--- src/hdl/mlf_pkg.sv ---
// Shared constants, codes and control structs for the MODWT level filter.
package mlf_pkg;

  // Storage sizes
  localparam int MAX_SAMPLES = 1024;
  localparam int MAX_TAPS    = 16;
  localparam int SAMPLE_AW   = $clog2(MAX_SAMPLES);
  localparam int TAP_AW      = $clog2(MAX_TAPS);

  // Field and register widths
  localparam int INDEX_W = 10;
  localparam int DATA_W  = 16;
  localparam int OUT_W   = 20;
  localparam int N_W     = 11;
  localparam int LEVEL_W = 4;
  localparam int TCNT_W  = 5;
  localparam int BCNT_W  = $clog2(INDEX_W + 1);

  // Datapath widths: a 16x16 product, summed over up to MAX_TAPS terms
  localparam int PROD_W = 2 * DATA_W;
  localparam int ACC_W  = PROD_W + TAP_AW + 1;
  localparam int FRAC_W = 15;

  // Operation codes
  localparam logic [1:0] OP_LOAD_TAP = 2'd0;
  localparam logic [1:0] OP_STORE    = 2'd1;
  localparam logic [1:0] OP_COMPUTE  = 2'd2;

  // Configuration register indexes
  localparam logic [1:0] CFG_SAMPLE_COUNT = 2'd0;
  localparam logic [1:0] CFG_LEVEL        = 2'd1;
  localparam logic [1:0] CFG_TAP_COUNT    = 2'd2;

  // Reset values of the configuration registers
  localparam logic [N_W-1:0]     SAMPLE_COUNT_RST = N_W'(1024);
  localparam logic [LEVEL_W-1:0] LEVEL_RST        = LEVEL_W'(1);
  localparam logic [TCNT_W-1:0]  TAP_COUNT_RST    = TCNT_W'(8);

  typedef enum logic [2:0] {
    ST_IDLE,
    ST_PREP,
    ST_RUN,
    ST_FLUSH,
    ST_DONE
  } state_t;

  // Index unit control
  typedef struct packed {
    logic start;
    logic advance;
  } iu_ctl_t;

  // Multiply-accumulate control
  typedef struct packed {
    logic clear;
    logic data_valid;
  } mac_ctl_t;

endpackage

--- src/hdl/mlf_mac.sv ---
// Dual multiply-accumulate with product register, floor shift and 20-bit saturation.
module mlf_mac
  import mlf_pkg::*;
(
  input  logic                     clk,
  input  logic                     rst,
  input  mac_ctl_t                 ctl,
  input  logic signed [DATA_W-1:0] sample,
  input  logic signed [DATA_W-1:0] high_tap,
  input  logic signed [DATA_W-1:0] low_tap,
  output logic signed [OUT_W-1:0]  wavelet_sum,
  output logic signed [OUT_W-1:0]  scaling_sum
);

  localparam int SH_W = ACC_W - FRAC_W;

  logic signed [PROD_W-1:0] prod_h;
  logic signed [PROD_W-1:0] prod_l;
  logic                     prod_valid;
  logic signed [ACC_W-1:0]  acc_h;
  logic signed [ACC_W-1:0]  acc_l;

  // Saturate a shifted sum to the output width
  function automatic logic signed [OUT_W-1:0] sat(input logic signed [ACC_W-1:0] acc);
    logic signed [SH_W-1:0] sh;
    logic                   fits;
    sh   = SH_W'(acc >>> FRAC_W);
    fits = (sh[SH_W-1:OUT_W-1] == '0) || (sh[SH_W-1:OUT_W-1] == '1);
    if (fits) begin
      sat = sh[OUT_W-1:0];
    end else if (sh[SH_W-1]) begin
      sat = {1'b1, {(OUT_W-1){1'b0}}};
    end else begin
      sat = {1'b0, {(OUT_W-1){1'b1}}};
    end
  endfunction

  // Product stage
  always_ff @(posedge clk) begin
    prod_h <= high_tap * sample;
    prod_l <= low_tap * sample;
  end

  always_ff @(posedge clk) begin
    if (rst || ctl.clear) begin
      prod_valid <= 1'b0;
    end else begin
      prod_valid <= ctl.data_valid;
    end
  end

  // Accumulate stage
  always_ff @(posedge clk) begin
    if (ctl.clear) begin
      acc_h <= '0;
      acc_l <= '0;
    end else if (prod_valid) begin
      acc_h <= acc_h + ACC_W'(prod_h);
      acc_l <= acc_l + ACC_W'(prod_l);
    end
  end

  assign wavelet_sum = sat(acc_h);
  assign scaling_sum = sat(acc_l);

endmodule

--- config.mk ---
export PLATFORM = sky130hd
export DESIGN_NAME = mlf_mac
export DESIGN_NICKNAME = d
export VERILOG_FILES = /design/src/hdl/mlf_pkg.sv /design/src/hdl/mlf_mac.sv
export SDC_FILE = /design/constraint.sdc
export NUM_CORES = 2
export LEC_CHECK = 0
export BUFFER_PORTS_ARGS = -buffer_cell sky130_fd_sc_hd__buf_2
export CAP_MARGIN = 20
export CORE_MARGIN = 8
export CORE_UTILIZATION = 45
export CTS_BUF_LIST = sky130_fd_sc_hd__clkbuf_2
export DETAILED_ROUTE_END_ITERATION = 16
export HOLD_SLACK_MARGIN = 0.02
export PLACE_DENSITY = 0.72
export SYNTH_ARGS = -nofsm -noshare
export SYNTH_HDL_FRONTEND = slang
export SYNTH_SLANG_ARGS = --single-unit
--- constraint.sdc ---
create_clock -name clk -period 6.1 [get_ports clk]
set_input_delay 0.61 -clock clk [delete_from_list [all_inputs] [get_ports clk]]
set_output_delay 0.61 -clock clk [all_outputs]
set_load 0.05 [all_outputs]
# Yosys cells after proc, flatten, opt, wreduce, memory -nomap -nowiden
# Cells that the tools add are included.
[classes] addsub=2 mul=2 div_mod_pow=0 order_cmp=0 eq_ne=2 shift=0 mux=4 bitwise=0 n_reduce_logical=5
[op_table] operator="two-way mux 20 bit" count=4
[op_table] operator="adder 37 x 32 -> 37 bit" count=2
[op_table] operator="multiplier 16 x 16 -> 32 bit" count=2
[op_table] operator="== test 3 bit, second input constant" count=2
[op_table] operator="zero test 3 bit" count=2
[op_table] operator="logical OR 1 bit" count=3
[totals] reg_bits=139 latch_bits=0 mem_bits_rw=0 rom_bits=0 output_inout_bits=40 word_cells=20 memories=0

# Depth between registers and ports, before layout
[logic_depth] depth_word=3 ltp_mapped=25

# Worst setup path before layout
# OpenSTA, ideal clock, no wires.
[synth_path] path_type="input to register" from="input port sample[7]" to="register prod_h[30]" setup_time_ns=0.072 arrival_ns=6.233 t_required_ns=6.028 setup_slack_ns=-0.206 cell_stages=24 n_path_buf=1 path_cell_list="clkbuf_1 nand2_1 fa_1 inv_1 fa_1 inv_1 fa_1 inv_1 fa_1 fa_1 inv_1 fa_1 inv_1 ha_1 a2111oi_0 o31a_1 o31ai_1 or3_1 a31o_2 nand2_1 o2111ai_1 a21o_1 a21oi_1 xnor2_1"
[synth_via] elab_chain_len=1
[synth_rtl] item="start, declared" line="mlf_mac.sv:8" source="input logic signed [DATA_W-1:0] sample,"
[synth_rtl] item="multiplier 16 x 16 -> 32 bit" line="mlf_mac.sv:40" source="prod_h <= high_tap * sample;"
[synth_rtl] item="end signal, assigned" line="mlf_mac.sv:40"
[synth_rtl] item="end, declared" line="mlf_mac.sv:17" source="logic signed [PROD_W-1:0] prod_h;"
# No other way between the ends.
# A chain may end at the register's enable or synchronous reset.

# Worst setup path after layout
[layout_path] from="input port low_tap[0]" to="register prod_l[31]"
[layout_via] elab_chain_len=1
[layout_rtl] item="start, declared" line="mlf_mac.sv:10" source="input logic signed [DATA_W-1:0] low_tap,"
[layout_rtl] item="multiplier 16 x 16 -> 32 bit" line="mlf_mac.sv:41" source="prod_l <= low_tap * sample;"
[layout_rtl] item="end signal, assigned" line="mlf_mac.sv:41"
[layout_rtl] item="end, declared" line="mlf_mac.sv:18" source="logic signed [PROD_W-1:0] prod_l;"
# No other way between the ends.

==> results.toml <==
[run_status]
status = "completed"

[worst_setup_path]
critPathBufInv = 5
worst_setup_path_end_kind = "flip-flop"
critPathTopFamily = "adder cells"
crit_path_max_fanout = 12
setup.worst_path.start_class = "input pin"
cp_cell_sequence = "dlygate4sd3_1 > buf_2 > nand2b_1 > fa_1 > fa_1 > inv_1 > fa_1 > fa_1 > fa_1 > inv_1 > fa_1 > inv_1 > ha_1 > nand2_1 > or4_1 > o21ai_0 > nand2_1 > a31oi_1 > a211o_1 > a21oi_1 > xnor2_1"
worstPathArrival_ps = 6600
worst-setup-path-type = "in -> reg"
cp_common_cell = "fa_1"
critPathRequiredTime_ps = 6870
slowest_stage = "dlygate4sd3_1"
slowest_delay_ps = 540

[timing]
hold_slack_ps = 253
period_share = 0.956
slew_viol_final = 0
tightest_slew_ps = 830
grt_setup_unrepaired = "false"
fin_crit_ps = 5830
relSlewSlack = 0.446
fmax_mhz = 172
hold_violations = 0
finalClockSkew_ps = 35.8
finalSetupViolations = 0

[die]
ios = 92
fp.coreArea_um2 = 60000
die_h_um = 262
num_rows = 90
start_util = 0.453
dieArea_um2 = 68600
die_w_um = 262

[clock_network]
cts_tree = "built"
insertion_delay_ps = 860
cts_setup_buffers = 0
cts_made_buffers = 17
clock_sinks = 139
root_buffer = "clkbuf_2"
htree_levels = 4
clk_path_buf_depth = 2
path_clk_slew_ps = 230

[final_layout]
fin_nets = 4139
stdcell_area_um2 = 30800
area_growth_pct = 13.2
fillers = 5576
layout_common_cells = "inv_1, fa_1, nand2_1"
fin_cells = 4127
ff_latch_area_um2 = 2790
post_route_cells_drive_above_1_share = 0.126
fin_util = 0.513
multiInputGateArea_um2 = 21800
layout_commonest_cell = "inv_1"

[route]
drt_first_pass_iters = 5
wire_per_inst_um = 15.2
totalWireLength_um = 62800
via_per_inst = 5.08
drt-initial-drc-count = 1080
drc = 0
num_vias = 20977
ant_nets = 0

[synthesis]
yosys.area_share.simple = 0.161
syn_area_per_cell_um2 = 8.93
synth.area.top_cells = "fa_1, ha_1, dfxtp_1"
synth_compound_area_frac = 0.0918
synth.cell_area_um2 = 27200
yosys.cell_types.count = 69
synth_top_family_by_area = "adder cells"
syn_inst = 3048
synth-edff-count = 0
synthMuxAreaShare = 0.0148
postSynth.asyncResetShare = 0
synth_seq_cells = 139
synthFlopType = "dfxtp_1"
syn-num-nets = 3862
ys_warn_count = 0
yosys.area.top_type = "fa_1"
synth_fa_ha_area_frac = 0.496
synth_top_area_frac = 0.387
yosysSeqAreaShare = 0.102
synth_xor_xnor_area_share = 0.0377

[placement]
post-place-cells = 4082
gp_congestion = 0.892
placed_area_um2 = 30500
dp_hpwl_um = 53800
port-buffer-count = 91

[min_path]
min_path_type = "in -> reg"

[run]
cap_violations = 0

[grt]
grt_pass1_wl_um = 108000
grt_pass1_vias = 22060
antenna_found_initial = 13
grt_usage = 0.194
overflow = 0
grt_max_degree = 49
[sequential cells by signal (all words and copies together), names as in the netlist]
name and flops:
acc_l 37, acc_h 37, prod_h 32, prod_valid 1, prod_l 32
[per-stage QoR]
| stage | TNS, ps | worst slack, ps |
|---|---|---|
| after global routing | 0 | 28.7 |
| final | 0 | 270 |
| after CTS | 0 | 371 |
| after detailed placement | -7050 | -516 |
| after floorplan | 0 | 0.532 |
| after global placement | -4880 | -414 |
[metal layers]
metal / GRT usage / wire [µm]
met5: 0 / 64
met3: 0.0300 / 3550
met4: 0.0478 / 1200
met2: 0.315 / 29200
met1: 0.270 / 28800
[tightest hold or removal path, cell delays in order]
cell	delay (ps)
buf_2	100
buf_4	250
nor2_1	140
[path summary, 6_finish.rpt]
check | startpoint | end | slack [ps] | cells past startpoint
max reg2reg | acc_l[0] | acc_l[28] | 2610 | 13
max | low_tap[0] | prod_l[31] | 270 | 21
min | ctl[1] | acc_h[19] | 250 | 3
min reg2reg | acc_h[4] | acc_h[4] | 490 | 2
[cell type report]
class	count	area share
clock inverters	14	0.00475
diodes	7	0.000569
repair buffers	371	0.0894
clock buffers	18	0.00293
flip-flops and latches	139	0.0905
multi-input cells	2205	0.708
well taps	782	0.0318
inverters	591	0.0720
[synth_stat cells, types with 38 or more instances]
library cell and count:
a21o_1 66, ha_1 236, and2_1 254, inv_1 591, mux2i_1 38, clkbuf_1 105
fa_1 526, xnor2_1 87, a21oi_1 102, nand2_1 302, nor2_1 211, o21ai_0 58
dfxtp_1 139
[cells by family after synthesis]
group	after synthesis
xor+xnor	117
fa+ha+maj	762
buf+inv	704
compound gates	377
simple gates	909
flops	139
mux	40
[what timing repair did]
item                                    in CTS  in global routing
hold buffers                                 3                  0
endpoints found under the setup margin       0                  1
hold endpoints to repair                     2                  0
resized for setup                            0                  1
Power is left out: the tool's default activity adds up to more than one toggle a clock period on the data nets, which glitch-free logic cannot reach.
