===== config.mk =====
export PLATFORM = sky130hd
export DESIGN_NAME = mlf_index_unit
export DESIGN_NICKNAME = d
export VERILOG_FILES = /design/src/hdl/mlf_pkg.sv /design/src/hdl/mlf_index_unit.sv
export SDC_FILE = /design/constraint.sdc
export NUM_CORES = 1
export LEC_CHECK = 0
export BUFFER_PORTS_ARGS = -buffer_cell sky130_fd_sc_hd__clkbuf_2
export CAP_MARGIN = 30
export CORE_MARGIN = 8
export CORE_UTILIZATION = 35
export DETAILED_ROUTE_END_ITERATION = 8
export RECOVER_POWER = 50
export SLEW_MARGIN = 20
export SYNTH_ARGS = -nofsm -noshare
export SYNTH_HDL_FRONTEND = slang
export SYNTH_SLANG_ARGS = --single-unit

===== constraint.sdc =====
create_clock -name clk -period 8.5 [get_ports clk]
set_input_delay 2.125 -clock clk [delete_from_list [all_inputs] [get_ports clk]]
set_output_delay 2.125 -clock clk [all_outputs]
set_load 0.02 [all_outputs]

===== src/hdl/mlf_pkg.sv =====
// Shared constants, codes and control structs for the MODWT level filter.
package mlf_pkg;

  // Storage sizes
  localparam int MAX_SAMPLES = 1024;
  localparam int MAX_TAPS    = 16;
  localparam int SAMPLE_AW   = $clog2(MAX_SAMPLES);
  localparam int TAP_AW      = $clog2(MAX_TAPS);

  // Field and register widths
  localparam int INDEX_W = 10;
  localparam int DATA_W  = 16;
  localparam int OUT_W   = 20;
  localparam int N_W     = 11;
  localparam int LEVEL_W = 4;
  localparam int TCNT_W  = 5;
  localparam int BCNT_W  = $clog2(INDEX_W + 1);

  // Datapath widths: a 16x16 product, summed over up to MAX_TAPS terms
  localparam int PROD_W = 2 * DATA_W;
  localparam int ACC_W  = PROD_W + TAP_AW + 1;
  localparam int FRAC_W = 15;

  // Operation codes
  localparam logic [1:0] OP_LOAD_TAP = 2'd0;
  localparam logic [1:0] OP_STORE    = 2'd1;
  localparam logic [1:0] OP_COMPUTE  = 2'd2;

  // Configuration register indexes
  localparam logic [1:0] CFG_SAMPLE_COUNT = 2'd0;
  localparam logic [1:0] CFG_LEVEL        = 2'd1;
  localparam logic [1:0] CFG_TAP_COUNT    = 2'd2;

  // Reset values of the configuration registers
  localparam logic [N_W-1:0]     SAMPLE_COUNT_RST = N_W'(1024);
  localparam logic [LEVEL_W-1:0] LEVEL_RST        = LEVEL_W'(1);
  localparam logic [TCNT_W-1:0]  TAP_COUNT_RST    = TCNT_W'(8);

  typedef enum logic [2:0] {
    ST_IDLE,
    ST_PREP,
    ST_RUN,
    ST_FLUSH,
    ST_DONE
  } state_t;

  // Index unit control
  typedef struct packed {
    logic start;
    logic advance;
  } iu_ctl_t;

  // Multiply-accumulate control
  typedef struct packed {
    logic clear;
    logic data_valid;
  } mac_ctl_t;

endpackage


===== src/hdl/mlf_index_unit.sv =====
// Sample address walker: start index modulo N, dilation step modulo N, circular stepping.
module mlf_index_unit
  import mlf_pkg::*;
(
  input  logic                 clk,
  input  logic                 rst,
  input  iu_ctl_t              ctl,
  input  logic [INDEX_W-1:0]   idx,
  input  logic [N_W-1:0]       n_len,
  input  logic [LEVEL_W-1:0]   lvl,
  output logic                 done,
  output logic [SAMPLE_AW-1:0] k
);

  logic [SAMPLE_AW-1:0] rem;
  logic [SAMPLE_AW-1:0] rem_next;
  logic [INDEX_W-1:0]   qbits;
  logic [BCNT_W-1:0]    bcnt;
  logic [SAMPLE_AW-1:0] step;
  logic [SAMPLE_AW-1:0] step_next;
  logic [LEVEL_W-1:0]   dcnt;
  logic [SAMPLE_AW-1:0] k_next;
  logic [N_W-1:0]       r2;
  logic [N_W-1:0]       s2;
  logic [SAMPLE_AW:0]   diff;
  logic [SAMPLE_AW:0]   wrapped;

  // Restoring remainder, one index bit a cycle
  always_comb begin
    r2 = N_W'({rem, qbits[INDEX_W-1]});
    if (r2 >= n_len) begin
      r2 = r2 - n_len;
    end
    rem_next = r2[SAMPLE_AW-1:0];
  end

  // Dilation 2^(j-1) mod N by repeated doubling
  always_comb begin
    s2 = N_W'({step, 1'b0});
    if (s2 >= n_len) begin
      s2 = s2 - n_len;
    end
    step_next = s2[SAMPLE_AW-1:0];
  end

  // Circular step back by the dilation
  always_comb begin
    diff    = {1'b0, rem} - {1'b0, step};
    wrapped = diff + (SAMPLE_AW + 1)'(n_len);
    k_next  = diff[SAMPLE_AW] ? wrapped[SAMPLE_AW-1:0] : diff[SAMPLE_AW-1:0];
  end

  always_ff @(posedge clk) begin
    if (rst) begin
      bcnt <= '0;
      dcnt <= '0;
    end else if (ctl.start) begin
      bcnt <= BCNT_W'(INDEX_W);
      dcnt <= (lvl == '0) ? '0 : lvl - LEVEL_W'(1);
    end else begin
      if (bcnt != '0) begin
        bcnt <= bcnt - BCNT_W'(1);
      end
      if (dcnt != '0) begin
        dcnt <= dcnt - LEVEL_W'(1);
      end
    end
  end

  always_ff @(posedge clk) begin
    if (ctl.start) begin
      rem   <= '0;
      qbits <= idx;
      step  <= (n_len == N_W'(1)) ? '0 : SAMPLE_AW'(1);
    end else begin
      if (bcnt != '0) begin
        rem   <= rem_next;
        qbits <= {qbits[INDEX_W-2:0], 1'b0};
      end else if (ctl.advance) begin
        rem <= k_next;
      end
      if (dcnt != '0) begin
        step <= step_next;
      end
    end
  end

  assign done = (bcnt == '0) && (dcnt == '0);
  assign k    = rem;

endmodule


After elaboration in Yosys (flattened, before gate mapping)
Cells that the tools add are included.

storage, ports and cells
  input port bits = 29
  logic and storage cells = 41
  register bits = 38
  output and inout port bits = 11

operators by class
  order comparisons = 2
  add/subtract/negate cells = 7
  mux-type cells = 15
  equal/unequal tests = 1
  reduce and logical (&&, ||, !) cells = 10

operators by type and width
  operator             count
  $mux 10              9
  $ge 11x11->1         2
  $mux 4               5
  $sub 10x10->10       2
  $logic_not 4->1      3
  $sub 4x1->4 const B  3
  $eq 11x1->1 const B  1
  $sub 10x10->11       1
  $add 10x10->10       1
  $reduce_bool 4->1    2
  $reduce_bool 2->1    3
  $reduce_or 2->1      1
  $logic_and 1x1->1    1
  $mux 1               1

Longest topological paths before layout
Gate-level depths: netlist of the first run.

  depth after elaboration = 5
  mapped depth = 17
  mapped depth without buffers = 17

Worst setup path after synthesis of the first run
OpenSTA, ideal clock, no wires.

  path type = in2reg
  start = in n_len[1]
  end = reg step[2], data pin
  stages = 11
  arrival = 3.855 ns
  slack = 4.379 ns
  required time = 8.234 ns
  buffers on the path = 1
  path through = inv_1 ha_1 nor2b_1 o21ai_0 a21boi_0 o21ai_0 a21oi_1 o31ai_1 buf_4 mux2i_1 nor2_1

on the way
  longest elaborated chain between the ends = 4

RTL lines
  element                                                RTL line                                    RTL
  start: declaration                                     mlf_index_unit.sv:9                         input logic [N_W-1:0] n_len,
  $sub 10x10->10 / $ge 11x11->1 (equally long branches)  mlf_index_unit.sv:41, mlf_index_unit.sv:40
  $mux 10 (*)                                            mlf_index_unit.sv:40                        if (s2 >= n_len) begin
  $mux 10 (*)                                            mlf_index_unit.sv:82                        if (dcnt != '0) begin
  $mux 10 (*)                                            mlf_index_unit.sv:71                        if (ctl.start) begin
  end signal: assignment                                 mlf_index_unit.sv:74                        step <= (n_len == N_W'(1)) ? '0 : SAMPLE_AW'(1);
  end signal: assignment                                 mlf_index_unit.sv:83                        step <= step_next;
  end: declaration                                       mlf_index_unit.sv:19                        logic [SAMPLE_AW-1:0] step;

Every way passes the cells marked *; elsewhere a longest branch is shown, timed or not. The select of a mux whose other input is x is not followed.
A chain may end at the register's enable or synchronous reset.

Worst setup path in the final report of the first run
  start = in n_len[1]
  end = reg step[3], data pin

Same word-level chain as after synthesis.

==> results.py, run 1 <==
metrics = {
    "status": {
        "status": "finished with violations",
        "violations": "max-capacitance violations, max-slew violations",
    },
    "floorplan": {
        "start_util_pct": 35.91,
        "rows": 37,
        "die_w_microns": 118.9,
        "fp.dieH_microns": 118.9,
        "core_sq_mm": 0.01032,
        "ios": 40,
        "die-area_sq_mm": 0.01414,
    },
    "pwr": {
        "vdd.ir_drop.worst_uv": 236.3,
        "power.density_mw_per_mm2": 409.4,
        "p_leak_nw": 1.753,
    },
    "cts": {
        "ctsResizeCount": 0,
        "post-cts-setup-buffers": 0,
        "clk_latency_ns": 0.30,
        "cts_buffers": 5,
        "cts-root-buf": "clkbuf_8",
        "hold_buffers": 0,
        "path_clk_slew_ns": 0.08,
        "cts.htree.levels": 2,
        "cts_tree": "done",
        "cts_sinks": 38,
        "clockBufferDepth": 2,
    },
    "detailed_routing": {
        "antenna_left": 0,
        "drt-total-wl_microns": 9419,
        "drc_errors": 0,
        "routed_via_density": 5.340,
        "first_pass_iters": 5,
        "wire_per_inst_microns": 15.62,
        "drtIter0Drc": 134,
        "num_vias": 3220,
    },
    "logic_synthesis": {
        "synth_cell_types": 54,
        "synthFlopType": "edfxtp_1",
        "synth_top_area_cell": "edfxtp_1",
        "synth-edff-count": 20,
        "yosys_warnings": 0,
        "ys_ff_latch": 38,
        "synthCells": 430,
        "syn_avg_cell_area_sq_um": 8.622,
        "synth_area_sq_mm": 0.003707,
        "synthTopCellsByArea": "edfxtp_1 (16%), ha_1 (15%), dfxtp_1 (9.7%)",
        "yosysTopAreaCellShare_pct": 16.20,
        "syn-num-nets": 506,
        "synth_async_sr_flop_share_pct": 0,
        "ys_seq_area_share_pct": 25.92,
    },
    "global_route": {
        "grt_util_met3_pct": 2.881,
        "grt_overflow": 0,
        "grt_pass1_vias": 3231,
        "busiest_layer": "met2",
        "grt_max_degree": 38,
        "antenna_found_initial": 0,
        "grt_pass1_wl_microns": 15950,
        "grt_use_met2_pct": 21.51,
        "grt_usage_pct": 13.62,
        "use_met1_pct": 18.53,
    },
    "critical_path": {
        "end_kind": "flop",
        "critPathLaunchType": "input pin",
        "critPathKind": "input pin to flop",
        "critPathMaxFanout": 8,
        "arrival_ns": 4.80,
        "required_ns": 8.49,
    },
    "cells_and_area": {
        "nFillCells": 1096,
        "final_nets": 542,
        "diodes": 0,
        "area_growth_pct": 10.33,
        "drive_gt1_share_pct": 12.42,
    },
    "sta": {
        "setup_tns_ns": 0,
        "skew_ns": 0.01315,
        "post-route-period-util_pct": 56.66,
        "tightest_slew_ns": 1.819,
        "maxSlewHeadroom_pct": -21.24,
        "final-setup-viol-count": 0,
        "rsz0062_at_grt": "false",
        "slew_violations": 38,
        "finalCriticalPeriod_ns": 4.816,
        "setup_slack_ns": 3.684,
        "hold_viol": 0,
        "max_freq_mhz": 207.6,
    },
    "hold_path": {
        "hold_path_class": "flop to flop",
    },
    "placed_design": {
        "dp_slack_ns": 3.453,
        "hpwl_microns": 7566,
        "io_buffer_count": 39,
        "gp_congestion": 0.8750,
    },
    "run": {
        "max-cap-violations": 1,
    },
}
==> layout make-up <==
type / instances / area (sq um) / share of cell area (%)
tap: 136 / 170.2 / 4.160
inverter: 42 / 157.7 / 3.854
sequential: 38 / 960.9 / 23.49
multi-input combinational: 338 / 2519 / 61.58
clock inverter: 3 / 16.27 / 0.3977
clock buffer: 5 / 68.82 / 1.682
timing repair buffer: 41 / 197.7 / 4.833
==> through the flow <==
step                      utilization, %  hold slack (ns)  instances  area, sq um  total power, mW
after global placement             38.92           0.5046        595         4018            1.513
final                              39.62           0.5311        603         4090            1.675
after CTS                          39.74           0.5347        603         4103            1.679
after global routing               39.62           0.5565        603         4090            1.846
after floorplan                        -           0.4841        430         3707            1.311
after detailed placement           38.92           0.5246        595         4018            1.539
==> worst paths after layout <==
kind | slack [ns] | endpoint | depth (start not counted) | start
worst max-delay path | 3.68 | step[3]$_SDFFCE_PP0P_ | 12 | n_len[1]
worst min register to register | 0.53 | bcnt[3]$_SDFFE_PP0P_ | 2 | bcnt[3]$_SDFFE_PP0P_
worst max register to register | 4.88 | k[9]$_SDFFE_PP0P_ | 17 | k[0]$_SDFFE_PP0P_
worst min-delay path | 0.53 | bcnt[3]$_SDFFE_PP0P_ | 2 | bcnt[3]$_SDFFE_PP0P_
==> cells in the mapped netlist (2+ instances only) <==
cell type,instances
o31a_1,2
o21bai_1,4
nand2_1,21
nor2_1,44
o21a_1,7
nand2b_1,3
clkbuf_1,5
ha_1,43
buf_6,2
edfxtp_1,20
nor3b_1,2
nor3_1,15
a211oi_2,2
a21oi_1,26
or2_2,2
fa_1,4
o21ai_0,18
o41ai_1,3
mux2_2,10
or3_1,2
nand4_1,7
o211ai_1,10
xor2_1,5
nor4_1,5
xnor2_1,26
buf_4,2
o31ai_1,4
a211oi_1,15
a21o_1,4
nand3_1,8
o22ai_1,2
dfxtp_1,18
inv_1,42
mux2i_1,16
buf_2,2
nor2b_1,11
==> where the power goes <==
part / internal [mW] / switching [mW]
clock: 0.0564 / 0.0729
combinational: 0.563 / 0.695
sequential: 0.243 / 0.0441
total: 0.863 / 0.812
==> cell usage in the layout, fill, tap and decap left out, drive strengths merged, types with 2 or more instances in the layout <==
master	synthesis	routed
a211oi	17	17
o311ai	2	2
xor2	5	5
o31ai	4	4
or4	2	2
nor2b	11	11
o31a	2	2
a21o	4	4
nand2	21	21
clkinv	0	2
o21bai	4	4
a21oi	26	26
ha	43	43
or3	3	3
nand4	7	7
o211ai	10	10
o21ai	19	19
nor3b	2	2
o22ai	2	2
mux2	10	10
o41ai	3	3
nand3	8	8
nor4	5	5
clkbuf	5	45
or2	2	2
fa	4	4
o21a	7	7
inv	42	42
nand2b	3	3
nor3	15	15
mux2i	16	16
dfxtp	18	18
edfxtp	20	20
nor2	44	44
xnor2	26	26
==> worst max-delay path, stage by stage <==
cell and delay [ns]:
clkbuf_2 0.20, inv_1 0.09, ha_1 0.31, nor2b_1 0.13
o21ai_0 0.25, a21boi_0 0.17, o21ai_0 0.35, a21oi_1 0.17
o31ai_1 0.47, buf_4 0.28, mux2i_1 0.20, nor2_1 0.05
==> cells by family (layout without fill, tap and decap cells) <==
| family | after synthesis | in the layout | synth area share, % |
|---|---|---|---|
| mux | 26 | 26 | 7.357 |
| simple gates | 125 | 125 | 16.23 |
| buf+inv | 54 | 91 | 6.142 |
| fa+ha+maj | 47 | 47 | 16.67 |
| flops | 38 | 38 | 25.92 |
| xor+xnor | 31 | 31 | 7.324 |
| compound gates | 109 | 109 | 20.35 |
==> state kept, by name, indices dropped and copies added (netlist names) <==
| signal | count |
|---|---|
| k | 10 |
| bcnt | 4 |
| qbits | 10 |
| step | 10 |
| dcnt | 4 |
==> per-layer routing <==
metal	vias up	part of all wire [%]
met5	-	0
met4	0	1.5
met3	11	4.9
met2	77	44
met1	1494	49
li1	1638	-
Power figures use the tool's default switching activity.
==> run 2, diff against run 1 <==
==> constraint.sdc (replaced) <==
create_clock -name clk -period 4 [get_ports clk]
set_input_delay 1 -clock clk [delete_from_list [all_inputs] [get_ports clk]]
set_output_delay 1 -clock clk [all_outputs]
set_load 0.02 [all_outputs]
==> run 2 against run 1 <==
Critical path type is now flop to flop; sequential share of layout area shrank 0.064 points; via count down 0.31%; critical endpoint is now k[6]$_SDFFE_PP0P_; die area stayed put; clock power rose by 140%; highest routed layer unchanged; cell area rose by 0.28%; critical path depth up 2; sequential power rose by 110%; register-to-register slack got worse by 4.4 ns; the flow still finishes with violations (max-capacitance violations, max-slew violations); sequential cell count unchanged; global-route usage is 0.069 points lower.
==> results.py, run 2 (synthesis results as in run 1) <==
metrics = {
    "cts": {
        "hold_buffers": 0,
        "ctsResizeCount": 0,
        "cts-root-buf": "clkbuf_8",
        "cts_sinks": 38,
        "post-cts-setup-buffers": 0,
        "cts.htree.levels": 2,
        "cts_buffers": 5,
        "cts_tree": "done",
        "clk_latency_ns": 0.30,
        "clockBufferDepth": 2,
        "path_clk_slew_ns": 0.09,
    },
    "placed_design": {
        "hpwl_microns": 7496,
        "gp_congestion": 0.8489,
        "io_buffer_count": 39,
        "place_inst": 595,
    },
    "floorplan": {
        "fp.dieH_microns": 118.9,
        "ios": 40,
        "rows": 37,
        "start_util_pct": 35.91,
        "core_sq_mm": 0.01032,
        "die-area_sq_mm": 0.01414,
        "die_w_microns": 118.9,
    },
    "status": {
        "status": "finished with violations",
        "violations": "max-capacitance violations, max-slew violations",
    },
    "sta": {
        "skew_ns": 0.01371,
        "holdWs_ns": 0.5272,
        "slew_violations": 38,
        "finalCriticalPeriod_ns": 3.525,
        "final-setup-viol-count": 0,
        "max_freq_mhz": 283.7,
        "hold_viol": 0,
        "maxSlewHeadroom_pct": -22.81,
        "rsz0062_at_grt": "false",
        "tightest_slew_ns": 1.842,
        "post-route-period-util_pct": 88.11,
        "setup_tns_ns": 0,
    },
    "hold_path": {
        "hold_path_class": "flop to flop",
        "hold_depth": 2,
    },
    "detailed_routing": {
        "drc_errors": 0,
        "drtIter0Drc": 181,
        "num_vias": 3210,
        "drt-total-wl_microns": 9347,
        "wire_per_inst_microns": 15.50,
        "routed_via_density": 5.323,
        "first_pass_iters": 5,
        "antenna_left": 0,
    },
    "critical_path": {
        "critPathKind": "flop to flop",
        "slowest_stage": "dfxtp_1",
        "crit_top_cell": "ha_1",
        "r2r_start": "k[0]$_SDFFE_PP0P_",
        "reg2reg_depth": 14,
        "endpoint": "k[6]$_SDFFE_PP0P_",
        "crit_start": "k[0]$_SDFFE_PP0P_",
        "reg2reg_slack_ns": 0.48,
        "path_cells": "inv_1 -> ha_1 -> fa_1 -> nor2b_1 -> o31a_1 -> a21oi_1 -> ha_1 -> nand3_1 -> o211ai_1 -> nor2_1 -> xnor2_1 -> mux2_2 -> a211oi_1 -> a211oi_2",
        "slowest_delay_ns": 0.43,
        "critPathMaxFanout": 6,
        "end_kind": "flop",
        "critPathLaunchType": "flop",
        "r2r_end": "k[6]$_SDFFE_PP0P_",
        "required_ns": 4.10,
        "arrival_ns": 3.63,
    },
    "global_route": {
        "grt_usage_pct": 13.55,
        "grt_overflow": 0,
        "grt_max_degree": 38,
        "antenna_found_initial": 0,
        "grt_pass1_wl_microns": 15950,
        "grt_pass1_vias": 3245,
    },
    "cells_and_area": {
        "final_nets": 542,
        "diodes": 0,
        "fin_cells": 603,
        "area_growth_pct": 10.63,
        "post-route-util_pct": 39.73,
        "mostFrequentLayoutCell": "nor2_1",
        "final_cell_mix": "nor2_1 (44), ha_1 (43), inv_1 (42), clkbuf_2 (28)",
        "drive_gt1_share_pct": 11.35,
    },
    "pwr": {
        "p_leak_nw": 1.749,
        "vdd.ir_drop.worst_uv": 599.1,
        "power.density_mw_per_mm2": 863.1,
    },
    "run": {
        "max-cap-violations": 1,
    },
}
==> run 2: cell count changes in the layout (fill, tap and decap cells not counted) <==
cell,previous run,this run
clkbuf_1,8,13
clkbuf_2,32,28
and2_0,0,1
and2_1,1,0
clkbuf_16,0,1
clkinv_2,1,0
clkinvlp_4,1,0
==> run 2: routing by layer <==
metal	global-route usage, %	vias up	share of wire (%)
met1	18.06	1505	48
met5	0	-	0
met4	1.739	0	0.15
li1	-	1637	-
met2	22.22	66	46
met3	3.307	2	5.7
==> run 2: area by class of cell <==
cell class	count	area, sq um
clock buffers	7	97.59
clock inverters	1	3.754
fillers	1062	6222
inverters	42	157.7
multi-input cells	338	2519
flip-flops and latches	38	960.9
well taps	136	170.2
repair buffers	41	192.7
==> run 2: worst min path at each step <==
stage | startpoint | end | slack (ns)
after floorplan | bcnt[3]$_SDFFE_PP0P_ | bcnt[3]$_SDFFE_PP0P_ | 0.48
after global placement | bcnt[3]$_SDFFE_PP0P_ | bcnt[3]$_SDFFE_PP0P_ | 0.51
after detailed placement | bcnt[3]$_SDFFE_PP0P_ | bcnt[3]$_SDFFE_PP0P_ | 0.51
after CTS | bcnt[3]$_SDFFE_PP0P_ | bcnt[3]$_SDFFE_PP0P_ | 0.52
after global routing | bcnt[3]$_SDFFE_PP0P_ | bcnt[3]$_SDFFE_PP0P_ | 0.57
final | bcnt[3]$_SDFFE_PP0P_ | bcnt[3]$_SDFFE_PP0P_ | 0.53
==> run 2: power breakdown <==
part	total [mW]	switching [mW]	internal, mW
Sequential	0.609	0.0919	0.517
Clock	0.311	0.151	0.160
Combinational	2.62	1.43	1.19
Total	3.54	1.67	1.87
==> run 2: per-stage QoR <==
stage	instance area [sq um]	total power [mW]	worst slack, ns
finish	4101	3.540	0.4754
global route	4101	3.905	0.1980
CTS	4119	3.560	0.5240
detailed placement	4018	3.236	0.4167
global placement	4018	3.187	0.4663
floorplan	3707	2.785	0.7851
==> run 2: worst max-delay path, delay by kind of cell (launching register included) <==
family	cells	cell delay, ns
compound gates	5	1.00
xor+xnor	1	0.13
fa+ha+maj	3	1.04
buf+inv	1	0.11
flops	1	0.43
mux	1	0.27
simple gates	3	0.35
